### src/hdl/swp_pkg.sv
// Shared types and constants for the sliding window pair generator.
// No dependencies; used by swp_front, swp_back and the top level.
package swp_pkg;

  localparam int QUEUE_DEPTH = 4;
  localparam int QUEUE_PTR_W = $clog2(QUEUE_DEPTH);
  localparam int CFG_W       = 5;

  localparam logic CMD_TOKEN = 1'b0;
  localparam logic CMD_EOS   = 1'b1;

  // Head of the item queue as seen by the back end
  typedef struct packed {
    logic valid;
    logic eos;
  } q_status_t;

endpackage

### src/hdl/swp_front.sv
// Front end: accepts input items, classifies them and holds them in a short queue.
// Depends on swp_pkg.
module swp_front #(
  parameter int ID_BITS = 32
) (
  input  logic                 clk,
  input  logic                 rst,
  input  logic                 in_valid,
  output logic                 in_stall,
  input  logic                 cmd,
  input  logic [ID_BITS-1:0]   token_id,
  output swp_pkg::q_status_t   q_status,
  output logic [ID_BITS-1:0]   q_token,
  input  logic                 q_pop
);

  localparam int CNT_W = $clog2(swp_pkg::QUEUE_DEPTH + 1);

  logic [ID_BITS-1:0]              tok_mem [swp_pkg::QUEUE_DEPTH];
  logic                            eos_mem [swp_pkg::QUEUE_DEPTH];
  logic [swp_pkg::QUEUE_PTR_W-1:0] wr_ptr;
  logic [swp_pkg::QUEUE_PTR_W-1:0] rd_ptr;
  logic [CNT_W-1:0]                count;
  logic                            push;
  logic                            pop;

  assign in_stall = (count == CNT_W'(swp_pkg::QUEUE_DEPTH));
  assign push     = in_valid && !in_stall;
  assign pop      = q_pop && (count != '0);

  assign q_status.valid = (count != '0);
  assign q_status.eos   = eos_mem[rd_ptr];
  assign q_token        = tok_mem[rd_ptr];

  always_ff @(posedge clk) begin
    if (push) begin
      tok_mem[wr_ptr] <= token_id;
      eos_mem[wr_ptr] <= (cmd == swp_pkg::CMD_EOS);
    end
  end

  always_ff @(posedge clk) begin
    if (rst) begin
      wr_ptr <= '0;
      rd_ptr <= '0;
      count  <= '0;
    end else begin
      if (push) wr_ptr <= wr_ptr + 1'b1;
      if (pop)  rd_ptr <= rd_ptr + 1'b1;
      case ({push, pop})
        2'b10:   count <= count + 1'b1;
        2'b01:   count <= count - 1'b1;
        default: count <= count;
      endcase
    end
  end

endmodule

### src/hdl/swp_back.sv
// Back end: window memory, pair sequencer and output register.
// Depends on swp_pkg; fed by swp_front through the item queue.
module swp_back #(
  parameter int WINDOW_MAX = 16,
  parameter int ID_BITS    = 32
) (
  input  logic                      clk,
  input  logic                      rst,
  input  logic                      cfg_we,
  input  logic [swp_pkg::CFG_W-1:0] cfg_data,
  input  swp_pkg::q_status_t        q_status,
  input  logic [ID_BITS-1:0]        q_token,
  output logic                      q_pop,
  output logic                      out_valid,
  input  logic                      out_stall,
  output logic [ID_BITS-1:0]        first_id,
  output logic [ID_BITS-1:0]        second_id,
  output logic                      last
);

  localparam int PTR_W  = (WINDOW_MAX > 1) ? $clog2(WINDOW_MAX) : 1;
  localparam int FILL_W = $clog2(WINDOW_MAX + 1);
  localparam int SUM_W  = FILL_W + 1;

  localparam logic [2:0] S_IDLE   = 3'd0;
  localparam logic [2:0] S_FETCH  = 3'd1;
  localparam logic [2:0] S_EMIT_A = 3'd2;
  localparam logic [2:0] S_EMIT_B = 3'd3;
  localparam logic [2:0] S_APPEND = 3'd4;

  logic [ID_BITS-1:0] mem [WINDOW_MAX];
  logic [ID_BITS-1:0] rd_data;
  logic [ID_BITS-1:0] tok;
  logic [2:0]         state;
  logic [PTR_W-1:0]   head;
  logic [PTR_W-1:0]   rd_ptr;
  logic [FILL_W-1:0]  fill;
  logic [FILL_W-1:0]  idx;
  logic [FILL_W-1:0]  size_eff;
  logic [FILL_W-1:0]  cfg_size;
  logic [SUM_W-1:0]   sum;
  logic [PTR_W-1:0]   wr_addr;
  logic               mem_we;
  logic               load_ok;
  logic               last_entry;
  logic               emit;

  function automatic logic [PTR_W-1:0] wrap_inc(input logic [PTR_W-1:0] p);
    wrap_inc = (p == PTR_W'(WINDOW_MAX - 1)) ? '0 : p + 1'b1;
  endfunction

  // Clamp the written size to 1..WINDOW_MAX
  always_comb begin
    if (cfg_data == '0) begin
      cfg_size = FILL_W'(1);
    end else if (32'(cfg_data) > 32'(WINDOW_MAX)) begin
      cfg_size = FILL_W'(WINDOW_MAX);
    end else begin
      cfg_size = FILL_W'(cfg_data);
    end
  end

  // Slot just past the newest entry, modulo the memory depth
  always_comb begin
    sum = SUM_W'(head) + SUM_W'(fill);
    if (sum >= SUM_W'(WINDOW_MAX)) begin
      sum = sum - SUM_W'(WINDOW_MAX);
    end
    wr_addr = sum[PTR_W-1:0];
  end

  assign load_ok    = !out_valid || !out_stall;
  assign last_entry = (idx == fill - 1'b1);
  assign mem_we     = (state == S_APPEND);
  assign q_pop      = (state == S_IDLE) && q_status.valid;
  assign emit       = (state == S_EMIT_A) || (state == S_EMIT_B);

  always_ff @(posedge clk) begin
    if (mem_we) mem[wr_addr] <= tok;
    rd_data <= mem[rd_ptr];
  end

  always_ff @(posedge clk) begin
    if (rst) begin
      state     <= S_IDLE;
      head      <= '0;
      fill      <= '0;
      size_eff  <= FILL_W'(1);
      out_valid <= 1'b0;
    end else begin
      if (load_ok) out_valid <= emit;
      case (state)
        S_IDLE: begin
          if (q_status.valid) begin
            tok    <= q_token;
            idx    <= '0;
            rd_ptr <= head;
            if (q_status.eos) begin
              fill <= '0;
            end else if (fill == '0) begin
              state <= S_APPEND;
            end else begin
              state <= S_FETCH;
            end
          end
        end
        S_FETCH: begin
          state <= S_EMIT_A;
        end
        S_EMIT_A: begin
          if (load_ok) begin
            first_id  <= tok;
            second_id <= rd_data;
            last      <= 1'b0;
            state     <= S_EMIT_B;
          end
        end
        S_EMIT_B: begin
          if (load_ok) begin
            first_id  <= rd_data;
            second_id <= tok;
            last      <= last_entry;
            if (last_entry) begin
              state <= S_APPEND;
            end else begin
              idx    <= idx + 1'b1;
              rd_ptr <= wrap_inc(rd_ptr);
              state  <= S_FETCH;
            end
          end
        end
        S_APPEND: begin
          // full window: drop the oldest entry by advancing head past it
          if (fill >= size_eff) begin
            head <= wrap_inc(head);
          end else begin
            fill <= fill + 1'b1;
          end
          state <= S_IDLE;
        end
        default: begin
          state <= S_IDLE;
        end
      endcase
      if (cfg_we) begin
        size_eff <= cfg_size;
        fill     <= '0;
      end
    end
  end

endmodule

### src/hdl/sliding_window_pair_generator.sv
// Top level of the sliding window pair generator: front queue plus back sequencer.
// Depends on swp_pkg, swp_front and swp_back.
//
//   channel | handshake            | payload
//   --------+----------------------+------------------------------
//   input   | in_valid / in_stall  | cmd, token_id
//   output  | out_valid / out_stall| first_id, second_id, last
//   config  | cfg_we               | cfg_data (window_size)
//
// For each token the back end pops it, then for every entry in the window fetches
// that entry from the single read port of the window memory and emits two pairs,
// then appends the token. An end-of-sentence item is popped and empties the window.
// Output stalls hold the back end in its emit states.
// Reset is synchronous: window empty, size 1, queue empty, no item pending.
// The input stalls only while the four-entry queue is full.
module sliding_window_pair_generator #(
  parameter int WINDOW_MAX = 16,
  parameter int ID_BITS    = 32
) (
  input  logic                      clk,
  input  logic                      rst,
  input  logic                      cfg_we,
  input  logic [swp_pkg::CFG_W-1:0] cfg_data,
  input  logic                      in_valid,
  output logic                      in_stall,
  input  logic                      cmd,
  input  logic [ID_BITS-1:0]        token_id,
  output logic                      out_valid,
  input  logic                      out_stall,
  output logic [ID_BITS-1:0]        first_id,
  output logic [ID_BITS-1:0]        second_id,
  output logic                      last
);

  swp_pkg::q_status_t q_status;
  logic [ID_BITS-1:0] q_token;
  logic               q_pop;

  swp_front #(
    .ID_BITS (ID_BITS)
  ) u_front (
    .clk      (clk),
    .rst      (rst),
    .in_valid (in_valid),
    .in_stall (in_stall),
    .cmd      (cmd),
    .token_id (token_id),
    .q_status (q_status),
    .q_token  (q_token),
    .q_pop    (q_pop)
  );

  swp_back #(
    .WINDOW_MAX (WINDOW_MAX),
    .ID_BITS    (ID_BITS)
  ) u_back (
    .clk       (clk),
    .rst       (rst),
    .cfg_we    (cfg_we),
    .cfg_data  (cfg_data),
    .q_status  (q_status),
    .q_token   (q_token),
    .q_pop     (q_pop),
    .out_valid (out_valid),
    .out_stall (out_stall),
    .first_id  (first_id),
    .second_id (second_id),
    .last      (last)
  );

endmodule
### config.mk
export PLATFORM = sky130hd
export DESIGN_NAME = sliding_window_pair_generator
export DESIGN_NICKNAME = d
export VERILOG_FILES = /design/src/hdl/swp_pkg.sv /design/src/hdl/swp_front.sv /design/src/hdl/swp_back.sv /design/src/hdl/sliding_window_pair_generator.sv
export SDC_FILE = /design/constraint.sdc
export NUM_CORES = 1
export LEC_CHECK = 0
export BUFFER_PORTS_ARGS = -buffer_cell sky130_fd_sc_hd__buf_2
export CAP_MARGIN = 20
export CORE_ASPECT_RATIO = 0.6
export CORE_MARGIN = 1
export CORE_UTILIZATION = 50
export CTS_CLUSTER_DIAMETER = 80
export DETAILED_ROUTE_END_ITERATION = 8
export PLACE_DENSITY = 0.67
export SLEW_MARGIN = 30
export SYNTH_ARGS = -nofsm -noshare
export SYNTH_HDL_FRONTEND = slang
export SYNTH_SLANG_ARGS = --single-unit
### constraint.sdc
create_clock -name clk -period 7.8 [get_ports clk]
set_input_delay 1.56 -clock clk [delete_from_list [all_inputs] [get_ports clk]]
set_output_delay 1.56 -clock clk [all_outputs]
set_load 0.03 [all_outputs]
## After elaboration in Yosys (flattened, before gate mapping)

Memories as Yosys holds them, arrays and structs flattened. A register that Yosys moved wholly into a read port is not among the register bits.
Cells that the tools add are included.

- Register bits: 99
- Bits in writable memories: 644
- Input port bits: 43
- Output and inout bits: 67
- Memories: 3

Memory list:

| memory | depth | bits a word | read ports | clocked after memory_dff | wr ports | RTL line | source |
|---|---|---|---|---|---|---|---|
| u_back.mem | 16 | 32 | 1 | 1 | 1 | swp_back.sv:31 | `logic [ID_BITS-1:0] mem [WINDOW_MAX];` |
| u_front.tok_mem | 4 | 32 | 1 | 1 | 1 | swp_front.sv:19 | `logic [ID_BITS-1:0] tok_mem [swp_pkg::QUEUE_DEPTH];` |
| u_front.eos_mem | 4 | 1 | 1 | 1 | 1 | swp_front.sv:20 | `logic eos_mem [swp_pkg::QUEUE_DEPTH];` |

- Add/subtract/negate cells: 11
- $lt $le $gt $ge: 3
- Equal/unequal tests: 17
- Multiplexer cells: 38
- Bitwise operators: 1
- Reduce and logical (&&, ||, !) cells: 23

Operators by type and width:

| operator | number |
|---|---|
| $pmux W32 S2 | 2 |
| $mux W32 | 2 |
| $mux W5 | 8 |
| $mux W4 | 6 |
| $pmux W5 S2 | 2 |
| $mux W3 | 6 |
| $pmux W3 S4 | 1 |
| $reduce_and A4 Y1 | 3 |
| $add A5 B1 Y5 const B | 2 |
| $logic_not A5 Y1 | 2 |
| $add A4 B1 Y4 const B | 2 |
| $eq A4 B4 Y1 const B | 2 |
| $ne A2 B2 Y1 const B | 4 |
| $pmux W4 S2 | 1 |
| $reduce_bool A2 Y1 | 4 |
| $add A4 B5 Y6 | 1 |
| $eq A3 B2 Y1 const B | 2 |
| $eq A3 B3 Y1 const B | 2 |
| $ge A6 B5 Y1 const B | 1 |
| $mux W1 | 6 |
| $ne A2 B1 Y1 const B | 3 |
| $pmux W3 S2 | 1 |
| $eq A5 B5 Y1 | 1 |
| $ge A5 B5 Y1 | 1 |
| other kinds (21) | 28 |

## Logic depth before layout (Yosys ltp)

Gate-level depths: netlist of run 1.

- Word-level depth: 5
- Depth in mapped cells: 11
- Mapped depth without buffers: 10

## Hierarchy

A second synthesis of run 1 with hierarchy kept.

- Cells, all modules: 1,352
- Area total of the unflattened synthesis: 30,603.1 µm²

By module, submodules not included:

| module | instances | cells each | area each (µm²) | sequential area each (µm²) |
|---|---|---|---|---|
| swp_back | 1 | 1,127 | 25,319.3 | 19,558.8 |
| swp_front | 1 | 225 | 5,283.8 | 4,144.0 |

## Least setup slack after synthesis of run 1

Ideal clock, no wire load.

- Path type: input-to-reg
- From: in rst
- To: reg u_back.first_id[0] (enable)
- Arrival time: 6,553 ps
- Path slack: 665 ps
- Stages: 2
- Path buffers: 1
- Cells stage by stage: clkbuf_1 -> nor3b_1

- Longest elaborated chain between the ends: 2

RTL lines:

| element | RTL line | source |
|---|---|---|
| start: declaration | sliding_window_pair_generator.sv:21 | `input logic rst,` |
| $not A1 Y1 (no line) | n/a |  |
| $reduce_and A4 Y1 (no line) | n/a |  |
| end signal: assignment | swp_back.sv:112 | `first_id <= tok;` |
| end signal: assignment | swp_back.sv:120 | `first_id <= rd_data;` |
| end: declaration | swp_back.sv:16 | `output logic [ID_BITS-1:0] first_id,` |

No other way between the ends.
A chain may end at the register's enable or synchronous reset.

## Worst setup path in the final report of run 1

- From: reg u_back.fill[1]
- To: mem u_back.mem[2][29] (enable)

- Longest elaborated chain between the ends: 3
- Elaborated cells between the ends (all ways): 4
- Classes of those cells: 2 x add/sub; 1 x order compare; 1 x mux

RTL lines:

| element | RTL line | source |
|---|---|---|
| start: declaration | swp_back.sv:37 | `logic [FILL_W-1:0] fill;` |
| start signal: assignment | swp_back.sv:137 | `fill <= fill + 1'b1;` |
| $add A4 B5 Y6 (*) | swp_back.sv:65 | `sum = SUM_W'(head) + SUM_W'(fill);` |
| $ge A6 B5 Y1 / $sub A4 B1 Y4 (equally long branches) | swp_back.sv:66, swp_back.sv:67 |  |
| $mux W4 (*) | swp_back.sv:66 | `if (sum >= SUM_W'(WINDOW_MAX)) begin` |
| end: declaration | swp_back.sv:31 |  |

Mark *: on every way between the ends. The rest lies on a longest branch, timed or not.

==> flow_summary.ini, run 1 <==
[layout]
antenna_cells = 0
fin_util = 0.581
fin_nets = 1737
fin_area_sq_um = 34800
drive_above_1_share = 0.279
fill_cells = 4413
multi_input_area_sq_um = 6740
final_cells = 2546
ff_latch_area_sq_um = 23700
syn_to_final_growth_pct = 13.4

[timing]
setup_violations = 0
maxSlewViolCount = 0
timing.hold.ws_ps = 498
max_freq_mhz = 304
maxSlewHeadroom = 0.411
final.setup.tns_ps = 0
worst_pin_slew_ps = 884
fin_skew_ps = 23.5
worst_slack_ps = 4510
period_minus_slack_ps = 3290
period_share = 0.421
finalHoldViolCount = 0
rsz0062_at_grt = no

[cts]
clkSinkCount = 809
ctsLongestPathBuffers = 3
cts_tree = yes
clk_latency_ps = 610
cts.clk_slew.worst_paths_ps = 70
cts_buffers = 72
h-tree-depth = 3
cts-hold-fix-buffers = 0
post-cts-setup-buffers = 0
cts-root-buf = clkbuf_16
cts_resized = 0

[worst_setup_path]
cp_top_family = simple AND/OR/NAND/NOR gates
worst-path-max-fanout = 17
criticalPathCategory = reg -> reg
max_stage_delay_ps = 670
crit_path_start_kind = flop
cp_cell_sequence = ha_1 -> a21o_1 -> a21oi_1 -> xnor2_1 -> nand2_1 -> nor2_4 -> buf_4
worstPathRequired_ps = 8060
crit_buf_inv = 1
worst_setup_path_end_kind = flop
critPathArrivalTime_ps = 3550
slowest_stage = nor2_4

[placed_design]
placed_cells = 2416
port_buffers = 109
placed_area_sq_um = 32500
dp_hpwl_microns = 35500
globalplace.congestion = 0.779
pre_cts_slack_ps = 4460

[pwr]
power.leakage_nw = 11.2
combPwrFrac = 0.145
p_clk_frac = 0.327
switching_power_mw = 2.75
p_sw_frac = 0.254
ir_drop_uv = 166
p_int_mw = 8.07
p_per_area_nw_per_um2 = 311
power_mw = 10.8
seqPwrFrac = 0.528

[floorplan]
core_area_sq_um = 59900
die_h_microns = 194
ios = 110
die_width_microns = 322
rows = 69
initial_core_util = 0.512
dieArea_sq_um = 62400

[yosys]
synth_adder_area_share = 0.00864
synth_top_family_by_area = multiplexers
synth_edf_count = 750
synth-seq-area-share = 0.772
ys_warn_count = 0
synthMuxAreaShare = 0.133
syn_area_per_cell_sq_um = 20.1
yosys.area_share.simple = 0.0231
synth_compound_area_frac = 0.0439
async_flop_share = 0
syn_inst = 1524
synth-seq-cells = 809
syn_area_sq_um = 30700
synth_cell_type_count = 56
synth_flop_cell = edfxtp_1
synthXorXnorAreaFrac = 0.00571
synth_nets = 1587

[hold_path]
hp-class = reg -> reg

[run]
drv_cap = 0

[grt]
grt_pass1_vias = 15300
antenna_found_initial = 0
grt.total_usage = 0.208
grt_overflow_total = 0
grt_max_degree = 93
grt_pass1_wl_microns = 96200

[detailed_routing]
met1_length_microns = 28800
drt-vias-per-instance = 5.88
drt_iter0_markers = 1411
postRouteAntennaNets = 0
wirelength_microns = 63700
drc = 0
dr_wl_met2_microns = 29500
highest_layer = met4
wl_per_cell_microns = 25.0
drt-pass1-iter-count = 5
vias = 15000
met3_length_microns = 4330

[outcome]
status = finished, final reports clean
==> cell usage after synthesis (4+ instances only) <==
cell        n  area share
a211oi_1   55       0.013
inv_1      17      0.0021
dfxtp_1    59       0.038
mux4_2    129       0.095
clkbuf_1   38      0.0046
ha_1       18      0.0073
nand2_1    23      0.0028
buf_1       5     0.00061
edfxtp_1  750        0.73
nor2_1     44      0.0054
xnor2_1    11      0.0031
nor2b_1    31      0.0063
nand2b_1    4     0.00082
buf_2      26      0.0042
and2_1      5      0.0010
buf_4       5      0.0012
a21oi_1    48      0.0078
nand3_1     7      0.0011
o21ai_0    43      0.0070
mux2i_1    38       0.012
xor2_1      9      0.0026
a22oi_1    35      0.0086
mux2_2     71       0.026
nor3_1      7      0.0011
o21ai_1     6     0.00098
==> routing by layer <==
metal  track usage  vias up
met2         0.317      524
li1              -     6506
met4        0.0476        0
met1         0.312     7851
met5             0        -
met3        0.0412       93
==> power by group through the flow <==
| stage | clock network [mW] | registers [mW] | logic, mW |
|---|---|---|---|
| finish | 3.54 | 5.71 | 1.57 |
| global route | 3.77 | 5.75 | 1.70 |
| CTS | 3.60 | 5.71 | 1.59 |
| detailed placement | 0 | 5.80 | 1.57 |
| global placement | 0 | 5.78 | 1.51 |
| floorplan | 0 | 5.63 | 1.13 |
==> layout make-up <==
class / instances / share of cell area
repair buffers: 152 / 0.0274
clock inverters: 34 / 0.0106
inverters: 17 / 0.00183
clock buffers: 96 / 0.0562
multi-input cells: 622 / 0.194
well taps: 816 / 0.0293
flip-flops and latches: 809 / 0.681
==> registers in the layout, summed over array words and instances, names as in the netlist, named ones only <==
| register | flops |
|---|---|
| u_back.fill | 5 |
| u_back.second_id | 32 |
| u_back.rd_data | 32 |
| u_back.first_id | 32 |
| u_front.wr_ptr | 2 |
| u_back.idx | 5 |
| u_back.head | 4 |
| u_front.eos_mem | 4 |
| u_back.state | 3 |
| u_back.rd_ptr | 4 |
| u_front.rd_ptr | 2 |
| u_back.size_eff | 5 |
| u_front.tok_mem | 128 |
| u_back.mem | 512 |
| u_back.tok | 32 |
| u_back.last | 1 |
| u_front.count | 3 |
| u_back.out_valid | 1 |
==> worst reg2reg max path, delay by kind of cell, from the launching register on <==
kind | cells | cell delay [ps]
simple gates | 2 | 950
buf+inv | 1 | 520
fa+ha+maj | 1 | 310
flops | 1 | 590
xor+xnor | 1 | 170
compound gates | 2 | 400
==> kinds of logic (layout without fill, tap and decap cells) <==
kind of cell,after synthesis,after routing
AO/OA/AOI/OAI,205,205
XOR/XNOR,20,20
adder cells (fa/ha/maj),20,20
buffers and inverters,93,299
flip-flops,809,809
multiplexers,238,238
AND/OR/NAND/NOR,139,139
==> worst paths after layout <==
check                                  startpoint                               to  slack, ps  depth (start not counted)
hold reg to reg   u_back.size_eff[4]$_SDFFE_PP0P_  u_back.size_eff[4]$_SDFFE_PP0P_        500                          2
setup / recovery      u_back.fill[1]$_SDFFE_PP0P_      u_back.mem[2][29]$_DFFE_PP_       4510                          7
hold / removal    u_back.size_eff[4]$_SDFFE_PP0P_  u_back.size_eff[4]$_SDFFE_PP0P_        500                          2
setup reg to reg      u_back.fill[1]$_SDFFE_PP0P_      u_back.mem[2][29]$_DFFE_PP_       4510                          7
==> layout by cell type, fill, tap and decap left out, types with 18 or more instances in the layout <==
cell       count
edfxtp_1     750
mux4_2       129
buf_2        109
clkbuf_16     74
mux2_2        71
dfxtp_1       58
a211oi_1      55
a21oi_1       48
o21ai_0       43
mux2i_1       38
buf_4         36
a22oi_1       35
nor2b_1       30
nor2_1        27
nand2_1       23
clkbuf_1      20
ha_1          18
Power figures use the tool's default switching activity.
==> run 2, diff against run 1 <==
--- a/config.mk
+++ b/config.mk
@@ -12,7 +12,7 @@
 export CORE_UTILIZATION = 50
 export CTS_CLUSTER_DIAMETER = 80
 export DETAILED_ROUTE_END_ITERATION = 8
-export PLACE_DENSITY = 0.67
+export PLACE_DENSITY = 0.69
 export SLEW_MARGIN = 30
 export SYNTH_ARGS = -nofsm -noshare
 export SYNTH_HDL_FRONTEND = slang
==> constraint.sdc (replaced) <==
create_clock -name clk -period 2.8 [get_ports clk]
set_input_delay 0.56 -clock clk [delete_from_list [all_inputs] [get_ports clk]]
set_output_delay 0.56 -clock clk [all_outputs]
set_load 0.03 [all_outputs]
==> flow_summary.ini, run 2 (synthesis gave the netlist of run 1 again) <==
[timing]
worst_slack_ps = 241
period_share = 0.914
max_freq_mhz = 391
finalHoldViolCount = 0
worst_pin_slew_ps = 924
period_minus_slack_ps = 2560
fin_skew_ps = 21.5
final.setup.tns_ps = 0
maxSlewHeadroom = 0.384
setup_violations = 0
maxSlewViolCount = 0
rsz0062_at_grt = no

[cts]
cts_tree = yes
post-cts-setup-buffers = 0
clkSinkCount = 809
cts_buffers = 72
cts-root-buf = clkbuf_16
clk_latency_ps = 610
ctsLongestPathBuffers = 3
h-tree-depth = 3
cts_resized = 0
cts.clk_slew.worst_paths_ps = 70
cts-hold-fix-buffers = 0

[worst_setup_path]
worst-path-max-fanout = 32
r2r-start = u_back.head[0]$_SDFFE_PP0P_
startpoint = u_back.head[0]$_SDFFE_PP0P_
criticalPathCategory = reg -> reg
ff2ff_path_depth = 5
crit_buf_inv = 1
worstPathRequired_ps = 3070
cp.depth = 5
max_stage_delay_ps = 610
crit_end = u_back.mem[0][7]$_DFFE_PP_
cp_top_family = simple AND/OR/NAND/NOR gates
cp_cell_sequence = ha_1 -> fa_1 -> or3_2 -> nor2_4 -> buf_12
slowest_stage = or3_2
reg2reg_slack_ps = 240
r2r_end = u_back.mem[0][7]$_DFFE_PP_
crit_path_start_kind = flop
critPathArrivalTime_ps = 2830
worst_setup_path_end_kind = flop

[grt]
grt_pass1_wl_microns = 97800
grt_pass1_vias = 15100
grt_max_degree = 99
grt.total_usage = 0.214
antenna_found_initial = 2
grt_overflow_total = 0

[run]
drv_cap = 0

[detailed_routing]
wl_per_cell_microns = 25.4
met3_length_microns = 4610
wirelength_microns = 65500
met1_length_microns = 29500
drt-vias-per-instance = 5.85
drt_iter0_markers = 1505
postRouteAntennaNets = 0
drt-pass1-iter-count = 5
drc = 0
dr_wl_met2_microns = 30300
highest_layer = met4
vias = 15100

[layout]
antenna_cells = 0
largest_reg_flops = 512
fin_area_sq_um = 35500
drive_above_1_share = 0.299
mostFrequentLayoutCells = edfxtp_1, mux4_2, buf_2, clkbuf_16, mux2_2
largestRegisters = u_back.mem: 512 flops, u_front.tok_mem: 128 flops
fin_nets = 1772
regMostFlops = u_back.mem
layout_commonest_cell = edfxtp_1
syn_to_final_growth_pct = 15.7
fin_util = 0.593

[placed_design]
dp_hpwl_microns = 39900
placed_area_sq_um = 33100
globalplace.congestion = 0.787
pre_cts_slack_ps = 277
port_buffers = 109

[floorplan]
core_area_sq_um = 59900
dieArea_sq_um = 62400
ios = 110
die_width_microns = 322
initial_core_util = 0.512
rows = 69
die_h_microns = 194

[pwr]
p_clk_frac = 0.331
combPwrFrac = 0.152
p_per_area_nw_per_um2 = 875
p_int_mw = 23.1
switching_power_mw = 8.04
ir_drop_uv = 572
p_sw_frac = 0.259
power.leakage_nw = 11.6
power_mw = 31.1
seqPwrFrac = 0.518

[hold_path]
hp-class = in -> reg

[outcome]
status = finished, final reports clean
==> run 2: cell count changes in the layout (fill, tap and decap cells not counted), sizes merged <==
cell	previous run	this run
buf	152	187
bufinv	7	9
clkinv	21	23
clkinvlp	4	2
clkbuf	96	97
==> run 2: power groups by stage <==
| stage | Clock (mW) | Combinational, mW | Sequential (mW) |
|---|---|---|---|
| global route | 10.9 | 5.08 | 16.2 |
| finish | 10.3 | 4.72 | 16.1 |
| detailed placement | 0 | 4.75 | 16.4 |
| CTS | 10.5 | 4.78 | 16.1 |
| global placement | 0 | 4.68 | 16.3 |
| floorplan | 0 | 3.18 | 15.7 |
==> run 2: worst min path at each step <==
stage	from	endpoint	slack (ps)	cells after the start
2_1_floorplan	u_back.size_eff[0]$_SDFFE_PP1P_	u_back.size_eff[0]$_SDFFE_PP1P_	440	2
3_3_place_gp	u_back.size_eff[4]$_SDFFE_PP0P_	u_back.size_eff[4]$_SDFFE_PP0P_	490	2
3_5_place_dp	u_back.size_eff[0]$_SDFFE_PP1P_	u_back.size_eff[0]$_SDFFE_PP1P_	500	2
4_1_cts	token_id[28]	u_front.tok_mem[2][28]$_DFFE_PP_	130	1
5_1_grt	token_id[28]	u_front.tok_mem[2][28]$_DFFE_PP_	140	1
6_report	token_id[28]	u_front.tok_mem[2][28]$_DFFE_PP_	160	1
==> run 2: layer usage <==
metal  track usage  up-vias
met1         0.322     7872
met2         0.324      571
met5             0        -
met3        0.0437       81
met4        0.0469        0
li1              -     6604
==> run 2: layout make-up <==
cell class	count	area, sq um
inverter	17	63.8
fill	4324	24400
sequential	809	23700
tap	816	1020
multi-input combinational	622	6730
timing repair buffer	187	1540
clock buffer	97	2030
clock inverter	36	430
==> run 2: worst reg2reg max path: stages, from the launching register on <==
cell,delay [ps]
dfxtp_1,450
ha_1,240
fa_1,470
or3_2,610
nor2_4,170
buf_12,270
==> run 2: per-stage QoR <==
stage	cells	hold WS, ps
finish	2584	162
global route	2584	141
global placement	2451	488
CTS	2584	127
floorplan	1524	439
detailed placement	2451	501
